===== config.mk =====
export PLATFORM = sky130hd
export DESIGN_NAME = analog_key_rapid_trigger
export DESIGN_NICKNAME = d
export VERILOG_FILES = /design/src/akrt_pkg.sv /design/src/analog_key_rapid_trigger.sv /design/src/akrt_ctrl.sv /design/src/akrt_datapath.sv
export SDC_FILE = /design/constraint.sdc
export NUM_CORES = 1
export LEC_CHECK = 0
export BUFFER_PORTS_ARGS = -buffer_cell sky130_fd_sc_hd__buf_2
export CORE_MARGIN = 4
export CORE_UTILIZATION = 35
export DETAILED_ROUTE_END_ITERATION = 16
export GPL_TIMING_DRIVEN = 1
export PLACE_DENSITY = 0.58
export SLEW_MARGIN = 20
export SYNTH_ARGS = -nofsm -noshare
export SYNTH_HDL_FRONTEND = slang
export SYNTH_SLANG_ARGS = --single-unit

===== constraint.sdc =====
create_clock -name clk -period 12.6 [get_ports clk]
set_input_delay 1.89 -clock clk [delete_from_list [all_inputs] [get_ports clk]]
set_output_delay 1.89 -clock clk [all_outputs]
set_load 0.02 [all_outputs]

===== src/akrt_pkg.sv =====
// Shared types and codes for the analog key rapid trigger block.
// Used by the controller, the datapath and the top level; no dependencies.
package akrt_pkg;

	localparam int MODE_W    = 2;
	localparam int CAL_W     = 2;
	localparam int THR_W     = 11;
	localparam int DZ_W      = 10;
	localparam int REG_IDX_W = 3;

	localparam logic [MODE_W-1:0] MODE_DIGITAL = 2'd0;
	localparam logic [MODE_W-1:0] MODE_THRESH  = 2'd1;
	localparam logic [MODE_W-1:0] MODE_RAPID   = 2'd2;
	localparam logic [MODE_W-1:0] MODE_SPEED   = 2'd3;

	localparam logic [CAL_W-1:0] CAL_NONE     = 2'd0;
	localparam logic [CAL_W-1:0] CAL_POS      = 2'd1;
	localparam logic [CAL_W-1:0] CAL_NEG      = 2'd2;
	localparam logic [CAL_W-1:0] CAL_RESERVED = 2'd3;

	localparam logic [REG_IDX_W-1:0] REG_KEY_MODE   = 3'd0;
	localparam logic [REG_IDX_W-1:0] REG_START_CAL  = 3'd1;
	localparam logic [REG_IDX_W-1:0] REG_REST_LEVEL = 3'd2;
	localparam logic [REG_IDX_W-1:0] REG_EST_RANGE  = 3'd3;
	localparam logic [REG_IDX_W-1:0] REG_PRESS_THR  = 3'd4;
	localparam logic [REG_IDX_W-1:0] REG_RELEASE_THR = 3'd5;
	localparam logic [REG_IDX_W-1:0] REG_TOP_DZ     = 3'd6;
	localparam logic [REG_IDX_W-1:0] REG_BOTTOM_DZ  = 3'd7;

	localparam logic [MODE_W-1:0] MODE_RESET       = MODE_THRESH;
	localparam logic [CAL_W-1:0]  START_CAL_RESET  = CAL_NONE;
	localparam logic [THR_W-1:0]  PRESS_THR_RESET  = 11'sd200;
	localparam logic [THR_W-1:0]  RELEASE_THR_RESET = 11'sd150;
	localparam logic [DZ_W-1:0]   TOP_DZ_RESET     = 10'd20;
	localparam logic [DZ_W-1:0]   BOTTOM_DZ_RESET  = 10'd20;

	typedef struct packed {
		logic load;
		logic cal;
		logic prep;
		logic mul;
		logic div;
		logic commit;
	} cmd_t;

endpackage


===== src/analog_key_rapid_trigger.sv =====
// Top level of the analog key rapid trigger block.
// Instantiates akrt_ctrl and akrt_datapath; depends on akrt_pkg.
//
// Usage:
//   Input channel (in_valid, in_stall, raw_sample) takes one converter sample
//   per item. Output channel (out_valid, out_stall, key_pressed, position,
//   calibration) returns one result per sample, in order.
//   Configuration channel (cfg_valid, cfg_ready, cfg_index, cfg_data) writes
//   one register per handshake; cfg_ready is always high. Writing the start
//   calibration, rest level or estimated range reloads the calibration state.
//   The serial divider produces one quotient bit per cycle. A new sample is
//   taken only after the last one has been committed to the output register;
//   in_stall is high while an item is in work.
//   A finished result waits in the output register while out_stall is high;
//   the next item is accepted meanwhile and holds in its last step until the
//   output register frees.
//   Reset: registers take their listed reset values, calibration starts from
//   the start calibration value, the key is released, no result is pending.
module analog_key_rapid_trigger #(
	parameter int RAW_BITS  = 12,
	parameter int VALUE_MAX = 1023
) (
	input  logic                                     clk,
	input  logic                                     arst_n,
	input  logic                                     in_valid,
	output logic                                     in_stall,
	input  logic [RAW_BITS-1:0]                      raw_sample,
	output logic                                     out_valid,
	input  logic                                     out_stall,
	output logic                                     key_pressed,
	output logic [$clog2(VALUE_MAX+1)-1:0]           position,
	output logic [akrt_pkg::CAL_W-1:0]               calibration,
	input  logic                                     cfg_valid,
	output logic                                     cfg_ready,
	input  logic [akrt_pkg::REG_IDX_W-1:0]           cfg_index,
	input  logic [((RAW_BITS > 11) ? RAW_BITS : 11)-1:0] cfg_data
);
	import akrt_pkg::*;

	cmd_t cmd;

	assign cfg_ready = 1'b1;

	akrt_ctrl #(
		.VALUE_MAX(VALUE_MAX)
	) u_ctrl (
		.clk      (clk),
		.arst_n   (arst_n),
		.in_valid (in_valid),
		.in_stall (in_stall),
		.out_valid(out_valid),
		.out_stall(out_stall),
		.cmd      (cmd)
	);

	akrt_datapath #(
		.RAW_BITS (RAW_BITS),
		.VALUE_MAX(VALUE_MAX)
	) u_datapath (
		.clk        (clk),
		.arst_n     (arst_n),
		.cmd        (cmd),
		.cfg_we     (cfg_valid && cfg_ready),
		.cfg_index  (cfg_index),
		.cfg_data   (cfg_data),
		.raw_sample (raw_sample),
		.key_pressed(key_pressed),
		.position   (position),
		.calibration(calibration)
	);

endmodule


===== src/akrt_ctrl.sv =====
// Sequencer for the analog key rapid trigger block: input and output handshakes,
// step order and divider step count. Depends on akrt_pkg.
module akrt_ctrl #(
	parameter int VALUE_MAX = 1023
) (
	input  logic           clk,
	input  logic           arst_n,
	input  logic           in_valid,
	output logic           in_stall,
	output logic           out_valid,
	input  logic           out_stall,
	output akrt_pkg::cmd_t cmd
);
	import akrt_pkg::*;

	localparam int VB = $clog2(VALUE_MAX + 1);
	localparam int CW = $clog2(VB);

	localparam logic [2:0] S_IDLE = 3'd0;
	localparam logic [2:0] S_CAL  = 3'd1;
	localparam logic [2:0] S_PREP = 3'd2;
	localparam logic [2:0] S_MUL  = 3'd3;
	localparam logic [2:0] S_DIV  = 3'd4;
	localparam logic [2:0] S_DONE = 3'd5;

	logic [2:0]    state_q, state_d;
	logic [CW-1:0] cnt_q, cnt_d;
	logic          out_valid_q;
	logic          accept;
	logic          can_commit;

	assign in_stall   = (state_q != S_IDLE);
	assign out_valid  = out_valid_q;
	assign accept     = in_valid && !in_stall;
	assign can_commit = !out_valid_q || !out_stall;

	always_comb begin
		state_d    = state_q;
		cnt_d      = cnt_q;
		cmd        = '0;
		unique case (state_q)
			S_IDLE: begin
				if (in_valid) begin
					cmd.load = 1'b1;
					state_d  = S_CAL;
				end
			end
			S_CAL: begin
				cmd.cal = 1'b1;
				state_d = S_PREP;
			end
			S_PREP: begin
				cmd.prep = 1'b1;
				state_d  = S_MUL;
			end
			S_MUL: begin
				cmd.mul = 1'b1;
				cnt_d   = CW'(VB - 1);
				state_d = S_DIV;
			end
			S_DIV: begin
				cmd.div = 1'b1;
				if (cnt_q == '0) begin
					state_d = S_DONE;
				end else begin
					cnt_d = cnt_q - 1'b1;
				end
			end
			S_DONE: begin
				if (can_commit) begin
					cmd.commit = 1'b1;
					state_d    = S_IDLE;
				end
			end
			default: begin
				state_d = S_IDLE;
			end
		endcase
	end

	always_ff @(posedge clk or negedge arst_n) begin
		if (!arst_n) begin
			state_q     <= S_IDLE;
			cnt_q       <= '0;
			out_valid_q <= 1'b0;
		end else begin
			state_q <= state_d;
			cnt_q   <= cnt_d;
			if (cmd.commit) begin
				out_valid_q <= 1'b1;
			end else if (!out_stall) begin
				out_valid_q <= 1'b0;
			end
		end
	end

	a_accept_starts: assert property (@(posedge clk) disable iff (!arst_n)
		accept |=> state_q == S_CAL)
		else $error("accepted item did not start calibration step");

	a_commit_shows: assert property (@(posedge clk) disable iff (!arst_n)
		cmd.commit |=> out_valid_q)
		else $error("committed item not shown on output");

	a_hold_done: assert property (@(posedge clk) disable iff (!arst_n)
		(state_q == S_DONE && out_valid_q && out_stall) |=> state_q == S_DONE)
		else $error("finished item overwrote a waiting result");

endmodule


===== src/akrt_datapath.sv =====
// Datapath of the analog key rapid trigger block: configuration registers,
// calibration tracking, normalization with a serial divider and mode logic.
// Depends on akrt_pkg.
module akrt_datapath #(
	parameter int RAW_BITS  = 12,
	parameter int VALUE_MAX = 1023
) (
	input  logic                                     clk,
	input  logic                                     arst_n,
	input  akrt_pkg::cmd_t                           cmd,
	input  logic                                     cfg_we,
	input  logic [akrt_pkg::REG_IDX_W-1:0]           cfg_index,
	input  logic [((RAW_BITS > 11) ? RAW_BITS : 11)-1:0] cfg_data,
	input  logic [RAW_BITS-1:0]                      raw_sample,
	output logic                                     key_pressed,
	output logic [$clog2(VALUE_MAX+1)-1:0]           position,
	output logic [akrt_pkg::CAL_W-1:0]               calibration
);
	import akrt_pkg::*;

	localparam int RB = RAW_BITS;
	localparam int VB = $clog2(VALUE_MAX + 1);
	localparam int FW = RB + 2;
	localparam int SW = RB + 3;
	localparam int NW = RB + 2;
	localparam int PW = NW + VB;
	localparam int MW = (VB + 2 > 12) ? VB + 2 : 12;
	localparam logic [VB-1:0] VM_C = VB'(VALUE_MAX);
	localparam logic [RB-1:0] REST_RESET = RB'(1 << (RB - 1));
	localparam logic [RB-1:0] RANGE_RESET = (RB > 8) ? RB'(300) : RB'(1 << (RB - 2));

	logic [MODE_W-1:0]       mode_q;
	logic [CAL_W-1:0]        start_cal_q;
	logic [RB-1:0]           rest_q;
	logic [RB-1:0]           range_q;
	logic signed [THR_W-1:0] press_q;
	logic signed [THR_W-1:0] rel_q;
	logic [DZ_W-1:0]         tdz_q;
	logic [DZ_W-1:0]         bdz_q;

	logic [CAL_W-1:0]        sc_nx;
	logic [RB-1:0]           rest_nx;
	logic [RB-1:0]           range_nx;
	logic                    reload;
	logic [CAL_W-1:0]        rl_dir;
	logic signed [SW-1:0]    rl_far;

	logic [CAL_W-1:0]        dir_q;
	logic signed [FW-1:0]    far_q;
	logic [RB-1:0]           raw_q;
	logic                    locked_q;

	logic signed [SW-1:0]    rawx, restx, rangex, farx;
	logic [CAL_W-1:0]        cal_dir;
	logic signed [FW-1:0]    cal_far;
	logic                    cal_locked;

	logic signed [SW-1:0]    num_s, den_s, num_a, den_a;
	logic [NW-1:0]           num_q, den_q;
	logic                    zero_q, sat_q;

	logic [PW-1:0]           prod;
	logic [NW-1:0]           rem_q;
	logic [VB-1:0]           sh_q, quo_q;
	logic [NW:0]             trial;
	logic                    trial_ge;

	logic                    pressed_q;
	logic [VB-1:0]           last_q, ext_q;
	logic [VB-1:0]           pos;
	logic                    st;
	logic [VB-1:0]           last_d, ext_d;

	logic                    key_pressed_q;
	logic [VB-1:0]           position_q;
	logic [CAL_W-1:0]        calibration_q;

	assign sc_nx    = (cfg_we && cfg_index == REG_START_CAL) ? cfg_data[CAL_W-1:0] : start_cal_q;
	assign rest_nx  = (cfg_we && cfg_index == REG_REST_LEVEL) ? cfg_data[RB-1:0] : rest_q;
	assign range_nx = (cfg_we && cfg_index == REG_EST_RANGE) ? cfg_data[RB-1:0] : range_q;
	assign reload   = cfg_we && (cfg_index == REG_START_CAL || cfg_index == REG_REST_LEVEL ||
		cfg_index == REG_EST_RANGE);
	assign rl_dir   = (sc_nx == CAL_RESERVED) ? CAL_NONE : sc_nx;
	assign rl_far   = (rl_dir == CAL_POS)
		? $signed({3'b000, rest_nx}) + $signed({3'b000, range_nx})
		: $signed({3'b000, rest_nx}) - $signed({3'b000, range_nx});

	always_ff @(posedge clk or negedge arst_n) begin
		if (!arst_n) begin
			mode_q      <= MODE_RESET;
			start_cal_q <= START_CAL_RESET;
			rest_q      <= REST_RESET;
			range_q     <= RANGE_RESET;
			press_q     <= PRESS_THR_RESET;
			rel_q       <= RELEASE_THR_RESET;
			tdz_q       <= TOP_DZ_RESET;
			bdz_q       <= BOTTOM_DZ_RESET;
		end else if (cfg_we) begin
			unique case (cfg_index)
				REG_KEY_MODE:    mode_q      <= cfg_data[MODE_W-1:0];
				REG_START_CAL:   start_cal_q <= cfg_data[CAL_W-1:0];
				REG_REST_LEVEL:  rest_q      <= cfg_data[RB-1:0];
				REG_EST_RANGE:   range_q     <= cfg_data[RB-1:0];
				REG_PRESS_THR:   press_q     <= cfg_data[THR_W-1:0];
				REG_RELEASE_THR: rel_q       <= cfg_data[THR_W-1:0];
				REG_TOP_DZ:      tdz_q       <= cfg_data[DZ_W-1:0];
				REG_BOTTOM_DZ:   bdz_q       <= cfg_data[DZ_W-1:0];
				default: ;
			endcase
		end
	end

	assign rawx   = $signed({3'b000, raw_q});
	assign restx  = $signed({3'b000, rest_q});
	assign rangex = $signed({3'b000, range_q});
	assign farx   = {far_q[FW-1], far_q};

	always_comb begin
		cal_dir    = dir_q;
		cal_far    = far_q;
		cal_locked = 1'b1;
		priority if (dir_q == CAL_POS) begin
			if (rawx > farx) cal_far = FW'(rawx);
		end else if (dir_q == CAL_NEG) begin
			if (rawx < farx) cal_far = FW'(rawx);
		end else if (rawx - restx > rangex) begin
			cal_dir = CAL_POS;
			cal_far = FW'(rawx);
		end else if (restx - rawx > rangex) begin
			cal_dir = CAL_NEG;
			cal_far = FW'(rawx);
		end else begin
			cal_locked = 1'b0;
		end
	end

	always_ff @(posedge clk or negedge arst_n) begin
		if (!arst_n) begin
			dir_q    <= CAL_NONE;
			far_q    <= FW'($signed({3'b000, REST_RESET}) - $signed({3'b000, RANGE_RESET}));
			locked_q <= 1'b0;
		end else if (reload) begin
			dir_q <= rl_dir;
			far_q <= FW'(rl_far);
		end else if (cmd.cal) begin
			dir_q    <= cal_dir;
			far_q    <= cal_far;
			locked_q <= cal_locked;
		end
	end

	always_ff @(posedge clk) begin
		if (cmd.load) raw_q <= raw_sample;
	end

	assign num_s = restx - rawx;
	assign den_s = restx - farx;
	assign num_a = den_s[SW-1] ? -num_s : num_s;
	assign den_a = den_s[SW-1] ? -den_s : den_s;

	assign prod     = {{VB{1'b0}}, num_q} * {{NW{1'b0}}, VM_C};
	assign trial    = {rem_q, sh_q[VB-1]};
	assign trial_ge = trial >= {1'b0, den_q};

	always_ff @(posedge clk) begin
		if (cmd.prep) begin
			num_q  <= num_a[NW-1:0];
			den_q  <= den_a[NW-1:0];
			zero_q <= !locked_q || den_s == '0 || num_a <= 0;
			sat_q  <= num_a >= den_a;
		end
		if (cmd.mul) begin
			rem_q <= prod[PW-1:VB];
			sh_q  <= prod[VB-1:0];
			quo_q <= '0;
		end else if (cmd.div) begin
			rem_q <= trial_ge ? NW'(trial - {1'b0, den_q}) : trial[NW-1:0];
			sh_q  <= {sh_q[VB-2:0], 1'b0};
			quo_q <= {quo_q[VB-2:0], trial_ge};
		end
	end

	assign pos = zero_q ? '0 : (sat_q ? VM_C : quo_q);

	always_comb begin
		logic signed [MW-1:0] v, lastx, extx, pthr, rthr, tdzx, bdzx, vmx, d;
		v     = $signed({{(MW-VB){1'b0}}, pos});
		lastx = $signed({{(MW-VB){1'b0}}, last_q});
		extx  = $signed({{(MW-VB){1'b0}}, ext_q});
		pthr  = {{(MW-THR_W){press_q[THR_W-1]}}, press_q};
		rthr  = {{(MW-THR_W){rel_q[THR_W-1]}}, rel_q};
		tdzx  = $signed({{(MW-DZ_W){1'b0}}, tdz_q});
		bdzx  = $signed({{(MW-DZ_W){1'b0}}, bdz_q});
		vmx   = $signed({{(MW-VB){1'b0}}, VM_C});
		d     = v - lastx;
		st     = pressed_q;
		last_d = last_q;
		ext_d  = ext_q;
		unique case (mode_q)
			MODE_DIGITAL: begin
				st = locked_q && raw_q != '0;
			end
			MODE_THRESH: begin
				last_d = pos;
				if (v > pthr) st = 1'b1;
				if (v < rthr) st = 1'b0;
			end
			MODE_RAPID: begin
				last_d = pos;
				priority if (v <= tdzx) begin
					st    = 1'b0;
					ext_d = pos;
				end else if (v >= vmx - bdzx) begin
					st    = 1'b1;
					ext_d = pos;
				end else begin
					if (pressed_q && extx - v >= rthr) begin
						st    = 1'b0;
						ext_d = pos;
					end
					if (!pressed_q && v - extx >= pthr) begin
						st    = 1'b1;
						ext_d = pos;
					end
					if ((pressed_q && v > extx) || (!pressed_q && v < extx)) ext_d = pos;
				end
			end
			MODE_SPEED: begin
				last_d = pos;
				if (d > pthr) st = 1'b1;
				if (d < rthr) st = 1'b0;
			end
			default: ;
		endcase
	end

	always_ff @(posedge clk or negedge arst_n) begin
		if (!arst_n) begin
			pressed_q <= 1'b0;
			last_q    <= '0;
			ext_q     <= '0;
		end else if (cmd.commit) begin
			pressed_q <= st;
			last_q    <= last_d;
			ext_q     <= ext_d;
		end
	end

	always_ff @(posedge clk) begin
		if (cmd.commit) begin
			key_pressed_q <= st;
			position_q    <= pos;
			calibration_q <= dir_q;
		end
	end

	assign key_pressed = key_pressed_q;
	assign position    = position_q;
	assign calibration = calibration_q;

	a_rem_below_den: assert property (@(posedge clk) disable iff (!arst_n)
		(cmd.div && !zero_q && !sat_q) |-> rem_q < den_q)
		else $error("divider remainder not below divisor");

	a_lock_kept: assert property (@(posedge clk) disable iff (!arst_n)
		(cmd.cal && dir_q != CAL_NONE && !reload) |=> locked_q && dir_q == $past(dir_q))
		else $error("locked calibration changed during an item");

endmodule


==> out/results.ini, run 1 <==
[floorplanning]
boundaryPins=48
floorplan.rows=87
floorplan.die_area_um2=61600
die_width_um=248
die_h_um=248
start_util=0.356
core_area_um2=56700

[worst_setup_path]
timing.critical_path.arrival_ns=6.34
worst-path-max-fanout=4
cp_cell_sequence=fa_1 > fa_1 > inv_1 > fa_1 > inv_1 > fa_1 > inv_1 > fa_1 > inv_1 > ha_1 > a211o_1 > a211o_1 > a31oi_1 > a211oi_1 > or3_1 > a21oi_1 > xnor2_1 > nor2_1 > a311oi_1
endpoint_kind=flop
timing.critical_path.buf_inv=4
worst_path_most_repeated_cell=fa_1
worst_setup_path_type=flop to flop
critical-path-max-stage-delay_ns=0.61
worst_setup_path_start_kind=flop
worst_path_max_delay_cell=fa_1
critical-path-top-delay-family=adder cells
req_time_crit_path_ns=12.97

[sta]
finalWorstPathRequiredPeriod_ns=5.97
max_slew.worst_pin.slew_ns=1.03
clock-skew-final_ns=0.0194
setup_ws_ns=6.63
final.period_utilization=0.474
finalHoldViolations=0
rsz0062_at_grt=false
setup-tns-final_ns=0
max_freq_mhz=168
final-max-slew-violation-count=0
final-setup-viol-count=0
max-slew-margin-rel=0.312

[clock_network]
clk_pin_slew_ns=0.07
cts_hold_buffers=0
number_of_gates_given_a_new_drive_strength_after_cts=0
clock_tree_root_driver_cell=clkbuf_16
max-clock-path-buffers=3
clock-sinks=205
cts_inserted_buffers=26
cts_tree=done
cts-htree-levels=1
cts.repair_timing.setup_buffer_count=0
insertion_delay_ns=0.56

[logic_synthesis]
synthDominantAreaCellType=ha_1
post_synth_inst_count=2159
synth-seq-cells=205
ys_top_cells_by_area=ha_1 19%, edfxtp_1 12%, dfrtp_1 12%, fa_1 7.8%, inv_1 5.9%
asr_flop_ratio_synth=0.566
part_of_the_yosys_area_used_for_sequential_elements=0.273
postSynthAreaPerCell_um2=9.35
synthDistinctLibCells=92
ys.flop_type=dfrtp_1
synth_top_cell_area_share=0.185
synth-edff-count=79
synth.yosys.warnings=0
mappedNetlistArea_um2=20200

[global_routing]
maximum_number_of_pins_on_one_net_before_global_route_repair=61
antenna_found_initial=1
total_routing_usage_gr=0.168
grt-ovfl-total=0
grt_pass1_wl_um=83600
grt_pass1_vias=15619

[detailed_routing]
drt_pass1_iterations=5
postRouteWirelength_um=52400
vias=15560
initialDrtViolationCount=901
via_per_inst=5.26
drt_drc_violations_left=0
drt.antenna.violating_nets=0
wl_per_cell_um=17.7

[cells_and_area]
layout.cells.most_common_list=319 x inv_1, 299 x ha_1, 119 x nand2_1, 118 x nor2_1, 110 x o21ai_0
layout_commonest_cell=inv_1
areaGrowthSynthToFinish_pct=9.16
nets=2590
insertedDiodeCount=0
post_route_cells_drive_above_1_share=0.104

[flow_run]
drv_cap=0

[place]
dp_worst_setup_slack_ns=6.62
io_buffer_count=46
place_congestion=0.909
place_hpwl_um=42300

[worst_hold_path]
hold_wc_path_type=flop to flop

[outcome]
run_status=complete, no violations

[synthesized netlist by cell type (all sizes together) (6+ instances only)]
cell	n
and2	8
a22o	10
ha	299
nand4	29
or2	16
clkbuf	50
nand2	119
a21o	66
dfrtp	93
o21bai	17
fa	79
nand2b	25
edfxtp	79
nor4	11
a21oi	104
dfstp	23
a21boi	15
a211oi	22
a211o	8
o21a	22
or3	12
mux2	59
o31ai	11
a31oi	17
inv	321
nor3b	10
nor2	119
a221oi	6
mux2i	49
nor3	47
nand3	25
dfxtp	10
buf	11
and3	11
xor2	46
o2111ai	8
nor2b	30
xnor2	64
o21ai	124
[stage by stage]
| step | instances | util | hold slack [ns] | cell area (um2) |
|---|---|---|---|---|
| floorplan | 2160 | - | 0.443 | 20200 |
| global placement | 2908 | 0.373 | 0.464 | 21200 |
| detailed placement | 2908 | 0.373 | 0.470 | 21200 |
| CTS | 2956 | 0.389 | 0.482 | 22000 |
| global route | 2956 | 0.389 | 0.493 | 22000 |
| finish | 2956 | 0.389 | 0.478 | 22000 |
[worst paths after layout]
check | start | end | slack [ns] | cells after the start
setup / recovery | u_datapath.num_q[5] | u_datapath.rem_q[11] | 6.63 | 19
hold / removal | u_datapath.last_q[5] | u_datapath.last_q[5] | 0.48 | 2
setup reg to reg | u_datapath.num_q[5] | u_datapath.rem_q[11] | 6.63 | 19
hold reg to reg | u_datapath.last_q[5] | u_datapath.last_q[5] | 0.48 | 2
max in group asynchronous | arst_n | u_datapath.rest_q[9] | 9.95 | 2
min in group asynchronous | arst_n | u_datapath.bdz_q[1] | 1.40 | 1
[kinds of logic after synthesis]
group           share of synthesized area
other cells                      0.000186
mux                                0.0572
xor+xnor                           0.0498
compound gates                      0.163
simple gates                        0.120
buf+inv                            0.0741
flops                               0.273
fa+ha+maj                           0.264
[routing by layer]
metal / track usage / vias up / wire [um]
li1: - / 7588 / -
met1: 0.239 / 7591 / 25200
met2: 0.274 / 295 / 23600
met3: 0.0168 / 86 / 1990
met4: 0.0492 / 0 / 1630
met5: 0 / - / 0
[registers in the layout, summed over array words and instances, names as in the netlist, 3 cells and up]
signal,cells
u_ctrl.cnt_q,4
u_ctrl.state_q,3
u_datapath.bdz_q,10
u_datapath.den_q,14
u_datapath.ext_q,10
u_datapath.far_q,14
u_datapath.last_q,10
u_datapath.num_q,14
u_datapath.position,10
u_datapath.press_q,11
u_datapath.quo_q,10
u_datapath.range_q,12
u_datapath.raw_q,12
u_datapath.rel_q,11
u_datapath.rem_q,14
u_datapath.rest_q,12
u_datapath.sh_q,10
u_datapath.tdz_q,10
[cell type report]
class,instances,area (um2)
inverters,321,1200
clock buffers,33,718
flip-flops and latches,205,5500
multi-input cells,1572,13200
repair buffers,54,293
well taps,756,946
fillers,5672,34700
clock inverters,15,159
[worst register-to-register path: cells and delay by family (launching register included)]
family | cells | cell delay, ns
flops | 1 | 0.49
simple gates | 2 | 0.43
fa+ha+maj | 6 | 2.99
compound gates | 6 | 1.52
buf+inv | 4 | 0.19
xor+xnor | 1 | 0.14
Power of run 1 is left out: the tool's default activity adds up to more than one toggle a clock period on the data nets, which glitch-free logic cannot reach.
==> run 2: changes to the inputs <==
--- a/config.mk
+++ b/config.mk
@@ -5,12 +5,13 @@
 export SDC_FILE = /design/constraint.sdc
 export NUM_CORES = 1
 export LEC_CHECK = 0
+export ABC_AREA = 1
 export BUFFER_PORTS_ARGS = -buffer_cell sky130_fd_sc_hd__buf_2
 export CORE_MARGIN = 4
 export CORE_UTILIZATION = 35
 export DETAILED_ROUTE_END_ITERATION = 16
 export GPL_TIMING_DRIVEN = 1
-export PLACE_DENSITY = 0.58
+export PLACE_DENSITY = 0.59
 export SLEW_MARGIN = 20
 export SYNTH_ARGS = -nofsm -noshare
 export SYNTH_HDL_FRONTEND = slang
==> constraint.sdc (replaced) <==
create_clock -name clk -period 5.2 [get_ports clk]
set_input_delay 0.78 -clock clk [delete_from_list [all_inputs] [get_ports clk]]
set_output_delay 0.78 -clock clk [all_outputs]
set_load 0.02 [all_outputs]
==> run 2 against run 1 <==
Global-route usage rose by 1.7 points. Synthesized cell count rose by 22%. Core utilization rose by 0.59 points. Count of clock-buffer cells in the layout rose by 4. Non-clock buffer count rose by 40. Critical endpoint unchanged. Sequential cell count did not move. Critical path type unchanged. Register-to-register slack got worse by 6.4 ns.
==> out/results.ini, run 2 <==
[logic_synthesis]
synth-edff-count=79  ; unchanged
ys_top_cells_by_area=ha_1 18%, edfxtp_1 12%, dfrtp_1 11%, nand2_1 9.3%, inv_1 8.8%
synthDominantAreaCellType=ha_1
yosys.area_share.adder=0.260  ; -0.00380
asr_flop_ratio_synth=0.566  ; unchanged
post_synth_and_or_nand_nor_area_fraction=0.196  ; +0.0754
part_of_the_yosys_area_used_for_sequential_elements=0.269  ; -0.00393
synth.yosys.warnings=0  ; unchanged
synth_compound_gate_area_share=0.134  ; -0.0284
post_synth_inst_count=2636  ; +22%
ys.flop_type=dfrtp_1
synth_top_family_by_area=adder cells
leading_post_synthesis_cells_by_instance_count=507 x nand2_1, 478 x inv_1, 299 x ha_1
synth_top_cell_area_share=0.183  ; -0.00267
synth-seq-cells=205  ; unchanged
postSynthAreaPerCell_um2=7.77  ; -17%
synthMuxAreaShare=0  ; -0.0572
synthDistinctLibCells=63  ; -32%
mappedNetlistArea_um2=20500  ; +1.5%
synthMostInstantiatedCell=nand2_1
yosys.area_share.xor_xnor=0.0416  ; -0.00817

[worst_setup_path]
rr_worst_depth=18  ; -1
regToRegSetupSlack_ns=0.21  ; -6.42 ns
critical-path-max-stage-delay_ns=0.55  ; -0.06 ns
endpoint_kind=flop
critical_path_depth=18  ; -1
worst_path_max_delay_cell=fa_1
timing.critical_path.buf_inv=3  ; -1
req_time_crit_path_ns=5.50  ; -7.47 ns
worst_path_most_repeated_cell=fa_1
critical-path-top-delay-family=adder cells
cp_cell_sequence=fa_1 > buf_4 > fa_1 > fa_1 > fa_1 > inv_1 > fa_1 > inv_1 > ha_4 > nand2_1 > nor2_2 > and2_1 > nand4_1 > nand3_2 > a31o_2 > a21oi_1 > o21ai_0 > nand2_1
timing.critical_path.arrival_ns=5.29  ; -1.05 ns
worst-path-max-fanout=5  ; +1
worst_setup_path_type=flop to flop
worst_setup_path_start_kind=flop

[cells_and_area]
layout.cells.most_common_list=504 x nand2_1, 476 x inv_1, 294 x ha_1, 202 x o21ai_0, 187 x a21oi_1
insertedDiodeCount=0  ; unchanged
post_route_cells_drive_above_1_share=0.0938  ; -0.0103
layout.filler_cells=5914  ; +4.3%
final_core_utilization=0.395  ; +0.00590
areaGrowthSynthToFinish_pct=11.3
post_route_non_filler_standard_cell_count=3494  ; +18%
nets=3120  ; +20%
layout_commonest_cell=nand2_1
finalInstanceArea_um2=22800  ; +3.5%

[floorplanning]
floorplan.rows=88  ; +1.1%
floorplan.die_area_um2=62500  ; +1.4%
die_width_um=250  ; +0.71%
core_area_um2=57800  ; +1.9%
start_util=0.354  ; -0.00162
boundaryPins=48  ; unchanged
die_h_um=250  ; +0.71%

[detailed_routing]
via_per_inst=5.05  ; -4.0%
wl_per_cell_um=17.0  ; -4.2%
drt_pass1_iterations=7  ; +2
drt.antenna.violating_nets=0  ; unchanged
drt_drc_violations_left=0  ; unchanged
initialDrtViolationCount=1183  ; +31%
postRouteWirelength_um=59300  ; +13%
vias=17659  ; +13%

[sta]
max_freq_mhz=200  ; +20%
max-slew-margin-rel=0.428  ; +0.116
finalHoldViolations=0  ; unchanged
final.period_utilization=0.960  ; +0.486
max_slew.worst_pin.slew_ns=0.853  ; -0.176 ns
final-max-slew-violation-count=0  ; unchanged
final-setup-viol-count=0  ; unchanged
clock-skew-final_ns=0.0153  ; -0.00410 ns
finalWorstPathRequiredPeriod_ns=4.99  ; -0.975 ns

[place]
place_congestion=0.922  ; +1.4%
placed_area_um2=21800  ; +2.8%
placed_cells_incl_taps=3439  ; +18%
place_hpwl_um=48600  ; +15%
io_buffer_count=46  ; unchanged

[global_routing]
antenna_found_initial=0  ; -1
grt-ovfl-total=0  ; unchanged
grt_pass1_vias=17554  ; +12%
grt_pass1_wl_um=94200  ; +13%
total_routing_usage_gr=0.186  ; +0.0170
maximum_number_of_pins_on_one_net_before_global_route_repair=56  ; -8.2%

[clock_network]
cts_inserted_buffers=25  ; -3.8%
insertion_delay_ns=0.56  ; about the same
max-clock-path-buffers=3  ; unchanged
clock_tree_root_driver_cell=clkbuf_16
cts_hold_buffers=0  ; unchanged
clk_pin_slew_ns=0.06  ; about the same
cts-htree-levels=1  ; unchanged
cts_tree=done
clock-sinks=205  ; unchanged

[flow_run]
drv_cap=0  ; unchanged

[outcome]
run_status=complete, no violations

[worst_hold_path]
hold_wc_path_type=input pin to async pin

==> run 2: cell type report <==
type,instances,area (um2),share of cell area
clock buffer,37,712,0.0312
clock inverter,9,114,0.00499
inverter,485,1820,0.0799
multi-input combinational,1899,13100,0.574
sequential,205,5500,0.241
tap,765,957,0.0420
timing repair buffer,94,597,0.0262
==> run 2: repair_timing <==
action,in CTS,in global routing
resized for setup,0,38
endpoints found under the setup margin,0,25
setup buffers,0,9
==> run 2: kinds of logic after synthesis <==
kind of cell	Yosys count
buffers and inverters	533
adder cells (fa/ha/maj)	378
AND/OR/NAND/NOR	925
AO/OA/AOI/OAI	501
XOR/XNOR	93
other	1
flip-flops	205
==> run 2: worst register-to-register path, stage by stage, from the launching register on <==
cell	delay [ns]
edfxtp_1	0.49
fa_1	0.54
buf_4	0.17
fa_1	0.55
fa_1	0.45
fa_1	0.55
inv_1	0.05
fa_1	0.50
inv_1	0.06
ha_4	0.29
nand2_1	0.09
nor2_2	0.14
and2_1	0.16
nand4_1	0.13
nand3_2	0.15
a31o_2	0.18
a21oi_1	0.05
o21ai_0	0.11
nand2_1	0.08
==> run 2: metal layers <==
layer,track usage,vias up,routed length [um]
li1,-,8781,-
met1,0.253,8311,27500
met2,0.307,451,27000
met3,0.0213,116,2690
met4,0.0632,0,2210
met5,0,-,0
==> run 2: path summary, 6_finish.rpt <==
kind / to / start
setup reg to reg: u_datapath.rem_q[11] / u_datapath.num_q[5]
hold / removal: u_datapath.ext_q[5] / arst_n
min in group clk: u_datapath.raw_q[3] / raw_sample[3]
hold reg to reg: u_ctrl.cnt_q[0] / u_ctrl.cnt_q[0]
setup / recovery: u_datapath.rem_q[11] / u_datapath.num_q[5]
max in group asynchronous: u_datapath.far_q[11] / arst_n
==> run 2: metrics by stage <==
step           hold slack [ns]  TNS [ns]  setup slack (ns)
2_1_floorplan            0.440         0             0.307
3_3_place_gp             0.459         0            0.0776
3_5_place_dp             0.461         0            0.0295
4_1_cts                  0.180         0            0.0575
5_1_grt                  0.213   -0.0519           -0.0244
6_report                 0.187         0             0.208
Power of run 2 is left out for the same reason.
==> run 3: changes to the inputs <==
--- a/config.mk
+++ b/config.mk
@@ -5,7 +5,6 @@
 export SDC_FILE = /design/constraint.sdc
 export NUM_CORES = 1
 export LEC_CHECK = 0
-export ABC_AREA = 1
 export BUFFER_PORTS_ARGS = -buffer_cell sky130_fd_sc_hd__buf_2
 export CORE_MARGIN = 4
 export CORE_UTILIZATION = 35
==> run 3 against run 2 <==
The flow now finishes with violations (setup timing). Maximum frequency down 7.0%. Wire length shrank 9.6%. Worst setup slack got worse by 0.38 ns. Die area fell by 1.4%. Clock skew is 0.0018 ns lower. First-iteration DRC count shrank 16%. Count of clock-buffer cells in the layout shrank 2. Via count decreased by 10%. Register-to-register slack lost 0.38 ns. Sequential share of layout area decreased by 0.35 points. Worst hold slack better by 0.17 ns. Cell count shrank 12%. Highest routed layer unchanged.
==> out/results.ini, run 3 (same netlist as run 1, synthesis figures left out) <==
[cells_and_area]
final_core_utilization=0.408  ; +0.0135
nets=2693  ; -14%
areaGrowthSynthToFinish_pct=14.6
insertedDiodeCount=0  ; unchanged
layout.cells.most_common_list=314 x inv_1, 293 x ha_1, 117 x nand2_1, 115 x nor2_1
post_route_cells_drive_above_1_share=0.161  ; +0.0677
layout.filler_cells=5561  ; -6.0%
layout_commonest_cell=inv_1

[clock_network]
cts_inserted_buffers=27  ; +8.0%
clock-sinks=205  ; unchanged
clk_pin_slew_ns=0.06  ; about the same
cts-htree-levels=1  ; unchanged
cts_hold_buffers=0  ; unchanged
clock_tree_root_driver_cell=clkbuf_16
cts_tree=done
insertion_delay_ns=0.56  ; about the same
max-clock-path-buffers=3  ; unchanged

[floorplanning]
floorplan.die_area_um2=61600  ; -1.4%
start_util=0.356  ; +0.00162
die_width_um=248  ; -0.70%
boundaryPins=48  ; unchanged
die_h_um=248  ; -0.70%
floorplan.rows=87  ; -1.1%
core_area_um2=56700  ; -1.9%

[detailed_routing]
drt.antenna.violating_nets=0  ; unchanged
wl_per_cell_um=17.5  ; +3.2%
vias=15858  ; -10%
postRouteWirelength_um=53600  ; -9.6%
drt_pass1_iterations=5  ; -2
initialDrtViolationCount=992  ; -16%
via_per_inst=5.18  ; +2.5%
drt_drc_violations_left=0  ; unchanged

[worst_setup_path]
worst-path-max-fanout=4  ; -1
worst_setup_path_start_kind=flop
req_time_crit_path_ns=5.58  ; +0.08 ns
timing.critical_path.buf_inv=5  ; +2
worst_path_most_repeated_cell=fa_1
critical-path-max-stage-delay_ns=0.55  ; about the same
cp_cell_sequence=buf_6 > fa_2 > fa_1 > inv_1 > fa_1 > inv_1 > fa_1 > inv_1 > fa_1 > inv_2 > ha_4 > a211o_1 > a211o_1 > a31oi_4 > a211oi_4 > or3_1 > a21oi_2 > xnor2_1 > nor2_1 > a311oi_2
critical-path-top-delay-family=adder cells
worst_path_max_delay_cell=fa_1
endpoint_kind=flop
timing.critical_path.arrival_ns=5.75  ; +0.46 ns
worst_setup_path_type=flop to flop

[flow_run]
drv_cap=0  ; unchanged

[sta]
final-max-slew-violation-count=0  ; unchanged
rsz0062_at_grt=true
finalWorstPathRequiredPeriod_ns=5.37  ; +0.378 ns
final-setup-viol-count=3  ; +3
final.period_utilization=1.03  ; +0.0727
clock-skew-final_ns=0.0135  ; -0.00177 ns
max_slew.worst_pin.slew_ns=0.971  ; +0.118 ns
setup_ws_ns=-0.170  ; -0.378 ns
max_freq_mhz=186  ; -7.0%
max-slew-margin-rel=0.351  ; -0.0766
finalHoldViolations=0  ; unchanged

[worst_hold_path]
hold_wc_path_type=input pin to async pin

[global_routing]
maximum_number_of_pins_on_one_net_before_global_route_repair=70  ; +25%
total_routing_usage_gr=0.174  ; -0.0117
antenna_found_initial=0  ; unchanged
grt_pass1_wl_um=86500  ; -8.1%
grt-ovfl-total=0  ; unchanged
grt_pass1_vias=16014  ; -8.8%

[outcome]
violations=setup timing
run_status=finished with violations

[place]
io_buffer_count=46  ; unchanged
place_hpwl_um=43400  ; -11%
place_congestion=0.910  ; -1.3%

[run 3: through the flow]
step / hold slack [ns] / worst slack, ns / std cells / TNS (ns) / cell area (um2)
final: 0.356 / -0.170 / 3060 / -0.345 / 23100
after global routing: 0.360 / -0.403 / 3060 / -1.60 / 23100
after CTS: 0.363 / -0.182 / 3051 / -0.300 / 22900
after detailed placement: 0.461 / -0.216 / 2995 / -0.608 / 21900
after global placement: 0.463 / -0.140 / 2995 / -0.303 / 21900
after floorplan: 0.443 / -0.00614 / 2160 / -0.00614 / 20300
[run 3: final cells by class]
class	count	area (um2)	share of cell area
multi-input cells	1572	13500	0.582
flip-flops and latches	205	5500	0.238
inverters	321	1200	0.0521
repair buffers	156	1080	0.0465
well taps	756	946	0.0409
clock buffers	35	726	0.0314
clock inverters	15	215	0.00930
[run 3: final timing paths]
kind	cells past startpoint	to	slack, ns	start
min	1	u_datapath.bdz_q[0]	0.36	arst_n
min reg2reg	1	u_datapath.quo_q[9]	0.48	u_datapath.quo_q[9]
min in group clk	1	u_datapath.raw_q[9]	0.39	raw_sample[9]
max	20	u_datapath.rem_q[11]	-0.17	u_datapath.num_q[7]
max reg2reg	20	u_datapath.rem_q[11]	-0.17	u_datapath.num_q[7]
max in group asynchronous	2	u_datapath.rest_q[10]	3.68	arst_n
[run 3: metal layers]
metal  GRT usage  up-vias  routed length [um]
met5           0        -                   0
met4      0.0325        0                1040
met3      0.0194       54                2110
met2       0.292      302               25000
met1       0.245     7705               25500
li1            -     7797                   -
[run 3: what timing repair did]
action,4_1_cts,5_1_grt
gates cloned,0,0
gates resized for setup,15,26
setup buffers,6,9
pin swaps,17,25
endpoints found under the setup margin,6,26
[run 3: worst register-to-register path, delay by kind of cell, from the launching register on]
family                   cells  cell delay [ns]
AO/OA/AOI/OAI                6             1.26
XOR/XNOR                     1             0.12
adder cells (fa/ha/maj)      6             2.64
buffers and inverters        5             0.36
flip-flops                   1             0.43
AND/OR/NAND/NOR              2             0.40
Power of run 3 is left out for the same reason.
